## config.mk

```make
export PLATFORM = sky130hd
export DESIGN_NAME = ptm_front
export DESIGN_NICKNAME = d
export VERILOG_FILES = /design/src/rtl/core/ptm_pkg.sv /design/src/rtl/core/ptm_front.sv
export SDC_FILE = /design/constraint.sdc
export NUM_CORES = 1
export LEC_CHECK = 0
export BUFFER_PORTS_ARGS = -buffer_cell sky130_fd_sc_hd__buf_4
export CAP_MARGIN = 10
export CORE_ASPECT_RATIO = 1.5
export CORE_MARGIN = 2
export CORE_UTILIZATION = 53
export CTS_CLUSTER_DIAMETER = 80
export CTS_CLUSTER_SIZE = 16
export DETAILED_ROUTE_END_ITERATION = 7
export PLACE_DENSITY = 0.78
export SLEW_MARGIN = 20
export SYNTH_ARGS = -nofsm -noshare
export SYNTH_HDL_FRONTEND = slang
export SYNTH_SLANG_ARGS = --single-unit
```

## constraint.sdc

```tcl
create_clock -name clk_i -period 2.7 [get_ports clk_i]
set_input_delay 0.135 -clock clk_i [delete_from_list [all_inputs] [get_ports clk_i]]
set_output_delay 0.135 -clock clk_i [all_outputs]
set_load 0.05 [all_outputs]
```

## src/rtl/core/ptm_pkg.sv

```systemverilog
// Shared types and constants of the IOMMU page table manager.
`timescale 1ns / 1ps
`default_nettype none
package ptm_pkg;

  localparam int unsigned TableEntriesDef  = 1024;
  localparam int unsigned MaxRetryLevelDef = 4;

  localparam int unsigned OpW    = 3;
  localparam int unsigned IdxW   = 10;
  localparam int unsigned CntW   = 11;
  localparam int unsigned PageW  = 24;
  localparam int unsigned StatW  = 2;
  localparam int unsigned WordW  = 32;
  localparam int unsigned ActW   = 2;
  localparam int unsigned InDataW  = 48;
  localparam int unsigned OutDataW = 40;

  localparam logic [WordW-1:0] ValidBit = 32'h8000_0000;

  localparam logic [OpW-1:0] OP_MAP    = 3'd0;
  localparam logic [OpW-1:0] OP_UNMAP  = 3'd1;
  localparam logic [OpW-1:0] OP_FLUSH  = 3'd2;
  localparam logic [OpW-1:0] OP_SAMPLE = 3'd3;
  localparam logic [OpW-1:0] OP_READ   = 3'd4;

  localparam logic [StatW-1:0] ST_OK      = 2'd0;
  localparam logic [StatW-1:0] ST_RANGE   = 2'd1;
  localparam logic [StatW-1:0] ST_TIMEOUT = 2'd2;

  localparam logic [ActW-1:0] ACT_NONE    = 2'd0;
  localparam logic [ActW-1:0] ACT_SET     = 2'd1;
  localparam logic [ActW-1:0] ACT_CLR_SET = 2'd2;

  typedef enum logic [2:0] {
    K_MAP    = 3'd0,
    K_UNMAP  = 3'd1,
    K_FLUSH  = 3'd2,
    K_SAMPLE = 3'd3,
    K_READ   = 3'd4,
    K_NOP    = 3'd5
  } kind_e;

  typedef struct packed {
    kind_e             kind;
    logic              range_err;
    logic [IdxW-1:0]   index;
    logic [CntW-1:0]   count;
    logic [PageW-1:0]  page;
    logic              busy;
  } cmd_t;

  typedef struct packed {
    logic              waiting;
    logic [ActW-1:0]   action;
    logic [WordW-1:0]  word;
    logic [StatW-1:0]  status;
  } res_t;

endpackage
`default_nettype wire

```

## src/rtl/core/ptm_front.sv

```systemverilog
// Front end: accepts input words, classifies them and queues commands.
`timescale 1ns / 1ps
`default_nettype none
module ptm_front #(
  parameter int unsigned TABLE_ENTRIES = ptm_pkg::TableEntriesDef
) (
  input  wire logic                         clk_i,
  input  wire logic                         rst_ni,
  input  wire logic                         s_tvalid_i,
  output logic                              s_tready_o,
  input  wire logic [ptm_pkg::InDataW-1:0]  s_tdata_i,
  input  wire logic [ptm_pkg::OpW-1:0]      s_tuser_i,
  output logic                              cmd_valid_o,
  output ptm_pkg::cmd_t                     cmd_o,
  input  wire logic                         cmd_pop_i
);
  import ptm_pkg::*;

  localparam logic [31:0] TableEnd = 32'(TABLE_ENTRIES);

  cmd_t        cmd_in;
  logic [31:0] idx_w;
  logic [31:0] end_w;
  logic        push;

  cmd_t        fifo_q [2];
  logic        wr_ptr_q, wr_ptr_d;
  logic        rd_ptr_q, rd_ptr_d;
  logic [1:0]  fill_q, fill_d;

  assign idx_w = 32'(s_tdata_i[9:0]);
  assign end_w = idx_w + 32'(s_tdata_i[20:10]);

  always_comb begin
    cmd_in.index     = s_tdata_i[9:0];
    cmd_in.count     = s_tdata_i[20:10];
    cmd_in.page      = s_tdata_i[44:21];
    cmd_in.busy      = s_tdata_i[45];
    cmd_in.range_err = 1'b0;
    unique case (s_tuser_i)
      OP_MAP: begin
        cmd_in.kind      = K_MAP;
        cmd_in.range_err = end_w > TableEnd;
      end
      OP_UNMAP: begin
        cmd_in.kind      = K_UNMAP;
        cmd_in.range_err = end_w > TableEnd;
      end
      OP_FLUSH:  cmd_in.kind = K_FLUSH;
      OP_SAMPLE: cmd_in.kind = K_SAMPLE;
      OP_READ: begin
        cmd_in.kind      = K_READ;
        cmd_in.range_err = idx_w >= TableEnd;
      end
      default:   cmd_in.kind = K_NOP;
    endcase
  end

  assign s_tready_o  = (fill_q != 2'd2);
  assign push        = s_tvalid_i && s_tready_o;
  assign cmd_valid_o = (fill_q != 2'd0);
  assign cmd_o       = fifo_q[rd_ptr_q];

  always_comb begin
    wr_ptr_d = wr_ptr_q ^ push;
    rd_ptr_d = rd_ptr_q ^ cmd_pop_i;
    fill_d   = fill_q + 2'(push) - 2'(cmd_pop_i);
  end

  always_ff @(posedge clk_i) begin
    if (push) begin
      fifo_q[wr_ptr_q] <= cmd_in;
    end
  end

  always_ff @(posedge clk_i or negedge rst_ni) begin
    if (!rst_ni) begin
      wr_ptr_q <= 1'b0;
      rd_ptr_q <= 1'b0;
      fill_q   <= 2'd0;
    end else begin
      wr_ptr_q <= wr_ptr_d;
      rd_ptr_q <= rd_ptr_d;
      fill_q   <= fill_d;
    end
  end

endmodule
`default_nettype wire

```

==> out/metrics.yaml, run 1 <==
setup_tns_ns: 0
path_class: "in -> reg"
gp_congestion: 0.849
p_leak_nw: 2.37
htreeDepth: 3
hold_viol: 0
clock_latency_ns: 0.33
placed_cells: 458
synth_warnings: 0
core_area_um2: 8060
synth-edff-count: 100
crit_path_end_kind: "register"
hold_slack_ns: 0.0106
yosysSeqAreaShare: 0.705
dr.pass1.iters: 4
worst_slack_ns: 0.143
grt_pass1_wl_mm: 13.5
cts_tree: "yes"
vias: 2762
die_height_um: 116
maxSlewViolCount: 0
maxCapViolations: 0
ir_drop_mv: 0.596
grt_max_degree: 35
antenna_found_initial: 0
postCtsSetupBuffers: 0
ant_nets: 0
antennaDiodeCount: 0
worst_slew_pin_slew_ns: 0.559
placed_area_um2: 5340
required_ns: 2.78
crit_family: "compound AO/OA/AOI/OAI gates"
route.detailed.drc: 0
finalClockSkew_ns: 0.00762
final_util: 0.755
nNetsFinal: 480
portBuffers: 104
wire_per_inst_um: 17.2
hold_path.class: "in -> reg"
vias_per_cell: 5.31
grt_pass1_vias: 2886
layout.cells.non_filler: 520
crit_slowest_cell: "dlygate4sd3_1"
post-dp-hpwl_mm: 5.80
fmax_mhz: 391
areaGrowthSynthToFinish_pct: 38.1
ys_async_sr_fraction: 0.0385
power_mw: 6.48
ys_ff_latch: 104
crit_buf_inv: 3
netlist_instances: 251
synth_area_per_cell_um2: 17.5
yosys.cell_types.count: 45
slowest_delay_ns: 0.53
critical_path.cell_chain: "dlygate4sd3_1 > buf_4 > ha_1 > inv_1 > fa_2 > nand2b_4 > a211oi_4 > o221a_4 > o32ai_1 > a2111oi_2 > o41ai_2"
grt_setup_unrepaired: "no"
start_util: 0.547
critPathLaunchType: "input port"
pre_cts_ws_ns: 0.242
synth_flop_cell: "edfxtp_1"
clock-root-buffer: "clkbuf_16"
arrival_ns: 2.64
drtIter0Drc: 112
stdcell_area_um2: 6080
slew_headroom: 0.627
p_per_area_nw_per_um2: 1070
cp_max_fo: 3
clock_sinks: 104
period_needed_ns: 2.56
path_clk_slew_ns: 0.06
io_pins: 107
dieArea_um2: 9070
setup_violations: 0
rows: 40
grt.total_usage: 0.198
drive_gt1_frac: 0.448
netlist_area_um2: 4400
wl_mm: 8.96
status: "complete, no violations"
synth_nets: 321
period_share: 0.947
grt_overflow_total: 0
cts_buffers: 9
die_x_um: 78.4
clock_path_buffers: 2
## power breakdown
part	total [mW]	internal, mW	leakage, nW	switching, mW
registers	2.29	2.21	0.975	0.0798
clock network	1.12	0.610	0.129	0.506
logic	3.08	1.05	1.27	2.03
## synthesized netlist by cell type, types with 2 or more instances
cell type | n | area share
mux2_2 | 50 | 0.13
xnor2_1 | 5 | 0.0099
a21o_1 | 5 | 0.0085
nor2b_1 | 3 | 0.0043
xor2_1 | 2 | 0.0040
inv_1 | 8 | 0.0068
edfxtp_1 | 100 | 0.68
nor2_1 | 4 | 0.0034
ha_1 | 14 | 0.040
o2111ai_1 | 2 | 0.0040
nor3_1 | 2 | 0.0023
a21oi_1 | 8 | 0.0091
buf_2 | 2 | 0.0023
clkbuf_1 | 4 | 0.0034
dfrtp_1 | 4 | 0.023
a211o_1 | 2 | 0.0040
nand2_1 | 6 | 0.0051
buf_1 | 3 | 0.0026
## path summary, 6_finish.rpt
kind	from	endpoint	slack [ns]	cells past startpoint
max in group asynchronous	rst_ni	rd_ptr_q	2.43	2
setup reg to reg	fill_q[1]	fifo_q[1][30]	0.76	4
hold reg to reg	fill_q[1]	fill_q[1]	0.49	1
setup / recovery	s_tdata_i[10]	fifo_q[1][46]	0.14	11
hold / removal	s_tdata_i[14]	fifo_q[0][29]	0.01	1
min in group asynchronous	rst_ni	fill_q[0]	0.15	2
## area by class of cell
type,count,area (um2)
Sequential cell,104,3100
Fill cell,490,1980
Timing Repair Buffer,157,1290
Multi-Input combinational cell,130,1270
Clock buffer,10,229
Tap cell,105,131
Inverter,8,30.0
Clock inverter,6,26.3
## layer usage
| layer | wire (um) | vias up | track usage | part of all wire |
|---|---|---|---|---|
| li1 | - | 1293 | - | - |
| met1 | 3170 | 1377 | 0.192 | 0.35 |
| met2 | 5330 | 74 | 0.406 | 0.59 |
| met3 | 247 | 18 | 0.0195 | 0.028 |
| met4 | 215 | 0 | 0.0971 | 0.024 |
| met5 | 0 | - | 0 | 0 |
## cells by family after synthesis
group / count (synthesis) / synth area share
XOR/XNOR: 7 / 0.0139
adder cells (fa/ha/maj): 15 / 0.0443
AND/OR/NAND/NOR: 27 / 0.0347
AO/OA/AOI/OAI: 30 / 0.0574
buffers and inverters: 17 / 0.0151
flip-flops: 104 / 0.705
multiplexers: 51 / 0.130
## state kept, by name, summed over array words and instances, names as in the netlist
register,count
rd_ptr_q,1
fifo_q,100
wr_ptr_q,1
fill_q,2
## layout by cell type (no fill, tap or decap), drive strengths merged, types with 2 or more instances in the layout
master	netlist	final
xor2	2	2
nor2	4	4
mux2	50	50
o2111ai	2	2
buf	5	111
a211o	2	2
clkbuf	4	10
xnor2	5	5
inv	8	8
dfrtp	4	4
nor2b	3	3
a21o	5	5
nand2	7	7
clkinv	0	6
a21oi	9	9
ha	14	14
edfxtp	100	100
nor3	2	2
dlygate4sd3	0	46
and2	2	2
## timing repair
action | 4_1_cts | 5_1_grt
hold buffers | 46 | 0
endpoints found under the setup margin | 0 | 2
hold endpoints to repair | 93 | 0
resized for setup | 0 | 4
Power figures use the tool's default switching activity.
==> run 2, diff against run 1 <==
- BUFFER_PORTS_ARGS: -buffer_cell sky130_fd_sc_hd__buf_4 -> -buffer_cell sky130_fd_sc_hd__buf_2
- CORE_UTILIZATION: 53 -> 25
- PLACE_DENSITY: 0.78 -> 0.42
- SLEW_MARGIN: 20 -> 40
==> run 2 against run 1 <==
Against the previous run:
- register-to-register slack improved by 0.32 ns
- non-clock buffer count is 14 lower
- clock skew increased by 0.0011 ns
- via count is 3.7% lower
==> out/metrics.yaml, run 2 (synthesis gave the netlist of run 1 again) <==
rows: 59  # +48%
intPower_mw: 3.82  # -1.3%
n_fill_cell: 1747  # +260%
maxCapViolations: 0  # unchanged
pre_cts_ws_ns: 0.163  # -0.0794 ns
combPwrFrac: 0.436  # -0.039
hold_slack_ns: 0.0120  # +0.00143 ns
start_util: 0.255  # -0.292
setup_violations: 0  # unchanged
route.detailed.drc: 0  # unchanged
grt_max_degree: 48  # +37%
wl_mm: 9.33  # +4.2%
nNetsFinal: 466  # -2.9%
setup_tns_ns: 0  # unchanged
crit_slowest_cell: "dlygate4sd3_1"
power_mw: 6.47  # -0.26%
die_height_um: 167  # +44%
layout.cells.non_filler: 613  # +18%
grt.total_usage: 0.101  # -0.0973
grt_pass1_vias: 2879  # -0.24%
layout_common_cells: "104 x buf_2, 100 x edfxtp_1, 50 x mux2_2"
wire_per_inst_um: 15.2  # -12%
drive_gt1_frac: 0.458  # +0.00931
cp_max_fo: 11  # +8
top_register: "fifo_q"
io_pins: 107  # unchanged
power_frac_seq: 0.353  # about the same
htreeDepth: 3  # unchanged
ant_nets: 0  # unchanged
netSwitchingPower_mw: 2.65  # +1.2%
critPathLaunchType: "input port"
stdcell_area_um2: 5860  # -3.6%
largest_reg_flops: 100  # unchanged
dr.pass1.iters: 4  # unchanged
placed_cells: 564  # +23%
vias: 2660  # -3.7%
clock_sinks: 104  # unchanged
finalClockSkew_ns: 0.00876  # +0.00114 ns
antenna_found_initial: 0  # unchanged
period_share: 0.875  # -0.0718
portBuffers: 104  # unchanged
core_area_um2: 17300  # +110%
worst_slew_pin_slew_ns: 0.392  # -0.168 ns
fmax_mhz: 423  # +8.2%
worst_slack_ns: 0.337  # +0.194 ns
hold_viol: 0  # unchanged
dieArea_um2: 18700  # +110%
antennaDiodeCount: 0  # unchanged
die_x_um: 112  # +43%
gp_congestion: 0.765  # -10%
final_util: 0.339  # -0.415
clock_latency_ns: 0.34  # about the same
p_leak_nw: 2.23  # -5.9%
vias_per_cell: 4.34  # -18%
layout_commonest_cell: "buf_2"
clock_power_share: 0.211  # +0.039
path_clk_slew_ns: 0.07  # about the same
critical_path.cell_chain: "dlygate4sd3_1 > buf_2 > ha_1 > a211o_1 > a31o_1 > a31oi_1 > o32ai_1 > a2111oi_2 > o41ai_2"
cts_tree: "yes"
placed_area_um2: 5210  # -2.4%
post-dp-hpwl_mm: 6.37  # +9.8%
clock-root-buffer: "clkbuf_16"
status: "complete, no violations"
grt_pass1_wl_mm: 14.6  # +8.1%
clock_path_buffers: 2  # unchanged
cts_buffers: 9  # unchanged
slowest_delay_ns: 0.53  # about the same
crit_path_end_kind: "register"
arrival_ns: 2.45  # -0.19 ns
reg_top3: "fifo_q: 100 flops, fill_q: 2 flops"
ir_drop_mv: 0.432  # -28%
path_class: "in -> reg"
p_per_area_nw_per_um2: 1100  # +3.5%
maxSlewViolCount: 0  # unchanged
required_ns: 2.78  # about the same
grt_setup_unrepaired: "no"
areaGrowthSynthToFinish_pct: 33.1
period_needed_ns: 2.36  # -0.194 ns
hold_path.class: "in -> reg"
grt_overflow_total: 0  # unchanged
drtIter0Drc: 68  # -39%
slew_headroom: 0.739  # +0.112
sw_frac_of_total: 0.409  # +0.00596
-- run 2: worst max-delay path: cells and delay by family --
family | cells | cell delay (ns)
buffers and inverters | 2 | 0.67
adders and majority gates | 1 | 0.41
AOI/OAI and AO/OA | 6 | 1.24
-- run 2: layout make-up --
class | instances | area [um2] | area share
Multi-Input combinational cell | 130 | 1240 | 0.212
Clock inverter | 5 | 81.3 | 0.0139
Clock buffer | 10 | 229 | 0.0391
Sequential cell | 104 | 3100 | 0.530
Inverter | 8 | 30.0 | 0.00512
Timing Repair Buffer | 143 | 911 | 0.155
Tap cell | 213 | 267 | 0.0455
-- run 2: path summary, 6_finish.rpt --
kind                       depth (start not counted)           from            end  slack (ns)
setup / recovery                                   9  s_tdata_i[17]  fifo_q[1][46]        0.34
hold / removal                                     1  s_tdata_i[18]  fifo_q[0][33]        0.01
setup reg to reg                                   4      fill_q[1]   fifo_q[1][0]        1.08
hold reg to reg                                    1      fill_q[1]      fill_q[1]        0.49
max in group asynchronous                          2         rst_ni       rd_ptr_q        2.44
min in group asynchronous                          2         rst_ni      fill_q[0]        0.13
-- run 2: timing repair --
action                    in CTS  in global routing
setup buffers                  0                  0
gates resized for setup        0                  0
hold endpoints to repair      69                  0
hold buffers                  34                  0
-- run 2: routing by layer --
layer,vias to the layer above,wire (um),global-route usage
met5,-,0,0
met4,0,205,0.0429
met3,13,322,0.0211
met2,59,5230,0.193
met1,1325,3580,0.104
li1,1263,-,-
-- run 2: power by group through the flow --
stage                     sequential, mW  combinational, mW  clock, mW
after floorplan                     2.31               2.17          0
after global placement              2.31               2.84          0
after detailed placement            2.32               2.84          0
after CTS                           2.29               2.89       1.43
after global routing                2.32               2.99       1.48
final                               2.28               2.82       1.37
==> run 3, diff against run 2 <==
- ABC_AREA: unset -> 1
==> run 3 against run 2 <==
Against the previous run:
- flip-flop and latch count unchanged
- hold slack gained 0.012 ns
- die area up 3.2%
- worst setup slack improved by 0.081 ns
- total power shrank 2.0%
- sequential power barely moved
- design area grew 3.5%
- largest cell class unchanged
- highest routed layer unchanged
==> out/metrics.yaml, run 3 <==
hold_viol: 0  # unchanged
synth_area_per_cell_um2: 13.9  # -21%
areaGrowthSynthToFinish_pct: 33.4
yosys.cell_types.count: 22  # -51%
gr-usage-met3: 0.0279  # +0.00675
grt_overflow_total: 0  # unchanged
reg_top3: "fifo_q: 100 flops, fill_q: 2 flops"
vias: 3002  # +13%
p_leak_nw: 2.47  # +11%
worst_slack_ns: 0.417  # +0.0807 ns
use_met1: 0.0997  # -0.00419
synth-edff-count: 100  # unchanged
ir_drop_mv: 0.403  # -6.8%
post-synth-top-area-fraction: 0.660  # -0.0216
die_x_um: 114  # +1.6%
required_ns: 2.80  # +0.02 ns
yosysSeqAreaShare: 0.682  # -0.0223
nNetsFinal: 551  # +18%
maxSlewViolCount: 0  # unchanged
route.detailed.drc: 0  # unchanged
die_height_um: 169  # +1.6%
p_per_area_nw_per_um2: 1040  # -5.3%
antenna_found_initial: 0  # unchanged
grt_max_degree: 51  # +6.3%
drive_gt1_frac: 0.365  # -0.0926
postCtsSetupBuffers: 0  # unchanged
critPathLaunchType: "input port"
wire_per_inst_um: 14.0  # -8.1%
arrival_ns: 2.38  # -0.07 ns
synth_warnings: 0  # unchanged
htreeDepth: 3  # unchanged
portBuffers: 104  # unchanged
ant_nets: 0  # unchanged
intPower_mw: 3.66  # -4.2%
cts_tree: "yes"
fmax_mhz: 438  # +3.5%
path_class: "in -> reg"
start_util: 0.255  # -0.000410
netlist_area_um2: 4550  # +3.3%
clock_sinks: 104  # unchanged
crit_path_end_kind: "register"
slew_headroom: 0.667  # -0.0720
yosys-top-cells-area: "edfxtp_1 66%, mux2_2 12%, nand2_1 5.4%"
multi_input_area_um2: 1280  # +3.4%
setup_violations: 0  # unchanged
finalClockSkew_ns: 0.00551  # -0.00325 ns
cp_max_fo: 3  # -8
yosys-top-cells-count: "100 x edfxtp_1, 65 x nand2_1, 50 x mux2_2"
synth_flop_cell: "edfxtp_1"
grt.busiest_layer: "met2"
power_mw: 6.34  # -2.0%
clock_latency_ns: 0.34  # about the same
grt.total_usage: 0.104  # +0.00346
pre_cts_ws_ns: 0.570  # +0.408 ns
regArea_um2: 3100  # unchanged
n_fill_cell: 1812  # +3.7%
clock_path_buffers: 2  # unchanged
largest_reg_flops: 100  # unchanged
dieArea_um2: 19300  # +3.2%
sw_frac_of_total: 0.423  # +0.0137
gp_congestion: 0.801  # +4.7%
worst_slew_pin_slew_ns: 0.495  # +0.104 ns
ys_async_sr_fraction: 0.0385  # unchanged
grt_pass1_wl_mm: 15.1  # +3.0%
dr.pass1.iters: 4  # unchanged
grt_setup_unrepaired: "no"
yosysTopAreaCell: "edfxtp_1"
io_pins: 107  # unchanged
setup_tns_ns: 0  # unchanged
combPwrFrac: 0.452  # +0.016
post-dp-hpwl_mm: 6.60  # +3.5%
layout_common_cells: "104 x buf_2, 100 x edfxtp_1, 65 x nand2_1"
drtIter0Drc: 98  # +44%
use_met2: 0.202  # +0.00831
top_register: "fifo_q"
grt_pass1_vias: 3068  # +6.6%
ys_ff_latch: 104  # unchanged
wl_mm: 9.82  # +5.3%
antennaDiodeCount: 0  # unchanged
ctsResizeCount: 0  # unchanged
final_util: 0.340  # about the same
rows: 60  # +1.7%
hold_slack_ns: 0.0239  # +0.0118 ns
cts_buffers: 9  # unchanged
core_area_um2: 17900  # +3.4%
maxCapViolations: 0  # unchanged
clock-root-buffer: "clkbuf_16"
netSwitchingPower_mw: 2.68  # +1.3%
power_frac_seq: 0.361  # +0.008
synth.most_common_cell: "edfxtp_1"
path_clk_slew_ns: 0.07  # about the same
clock_power_share: 0.187  # -0.024
hold_path.class: "in -> reg"
netlist_instances: 327  # +30%
synth_nets: 397  # +24%
vias_per_cell: 4.28  # -1.5%
cts_hold_buf: 43  # +26%
layout_commonest_cell: "buf_2"
period_needed_ns: 2.28  # -0.0807 ns
status: "complete, no violations"
period_share: 0.845  # -0.0299
## run 3: final timing paths
check | to | slack, ns | cells after the start | startpoint
worst min-delay path | fifo_q[1][28] | 0.02 | 1 | s_tdata_i[13]
max in group asynchronous | rd_ptr_q | 2.45 | 2 | rst_ni
worst max-delay path | fifo_q[1][46] | 0.42 | 16 | s_tdata_i[10]
min in group asynchronous | rd_ptr_q | 0.12 | 2 | rst_ni
worst max register to register | fifo_q[0][41] | 0.89 | 3 | fill_q[1]
worst min register to register | rd_ptr_q | 0.50 | 1 | rd_ptr_q
## run 3: cell type report
class / instances / share of cell area
inverter: 36 / 0.0223
sequential: 104 / 0.512
clock buffer: 11 / 0.0384
timing repair buffer: 150 / 0.167
multi-input combinational: 180 / 0.211
tap: 217 / 0.0447
clock inverter: 4 / 0.00515
## run 3: through the flow
stage / area (um2) / cells
2_1_floorplan: 4550 / 327
3_3_place_gp: 5370 / 644
3_5_place_dp: 5370 / 644
4_1_cts: 6070 / 702
5_1_grt: 6070 / 702
6_report: 6070 / 702
## run 3: cells by family (layout without fill, tap and decap cells)
family,Yosys count,after routing,share of synthesized area
AOI/OAI and AO/OA,8,8,0.0105
and+or+nand+nor,102,102,0.0941
xor gates and xnor gates,5,5,0.00963
buffers and inverters,43,201,0.0369
DFF,104,104,0.682
adders and majority gates,15,15,0.0429
muxes,50,50,0.124
## run 3: routing by layer
metal	vias to the layer above	wire [um]
li1	1458	-
met1	1465	3710
met4	0	203
met5	-	0
met3	9	364
met2	70	5540
## run 3: power by group through the flow
stage                     registers, mW  logic, mW  clock network, mW
after floorplan                    2.31       2.20                  0
after global placement             2.31       2.87                  0
after detailed placement           2.33       2.88                  0
after CTS                          2.29       2.93               1.25
after global routing               2.32       3.04               1.31
final                              2.29       2.86               1.19
## run 3: worst max-delay path: stages
cell,delay [ns]
dlygate4sd3_1,0.51
buf_2,0.13
ha_1,0.20
inv_1,0.07
fa_1,0.40
inv_1,0.12
nand2_1,0.06
nand2_1,0.08
nand2_1,0.06
xor2_1,0.14
a21oi_1,0.12
nand2_1,0.07
nor2_1,0.12
nand2_1,0.07
nand2_1,0.06
nor2_1,0.05
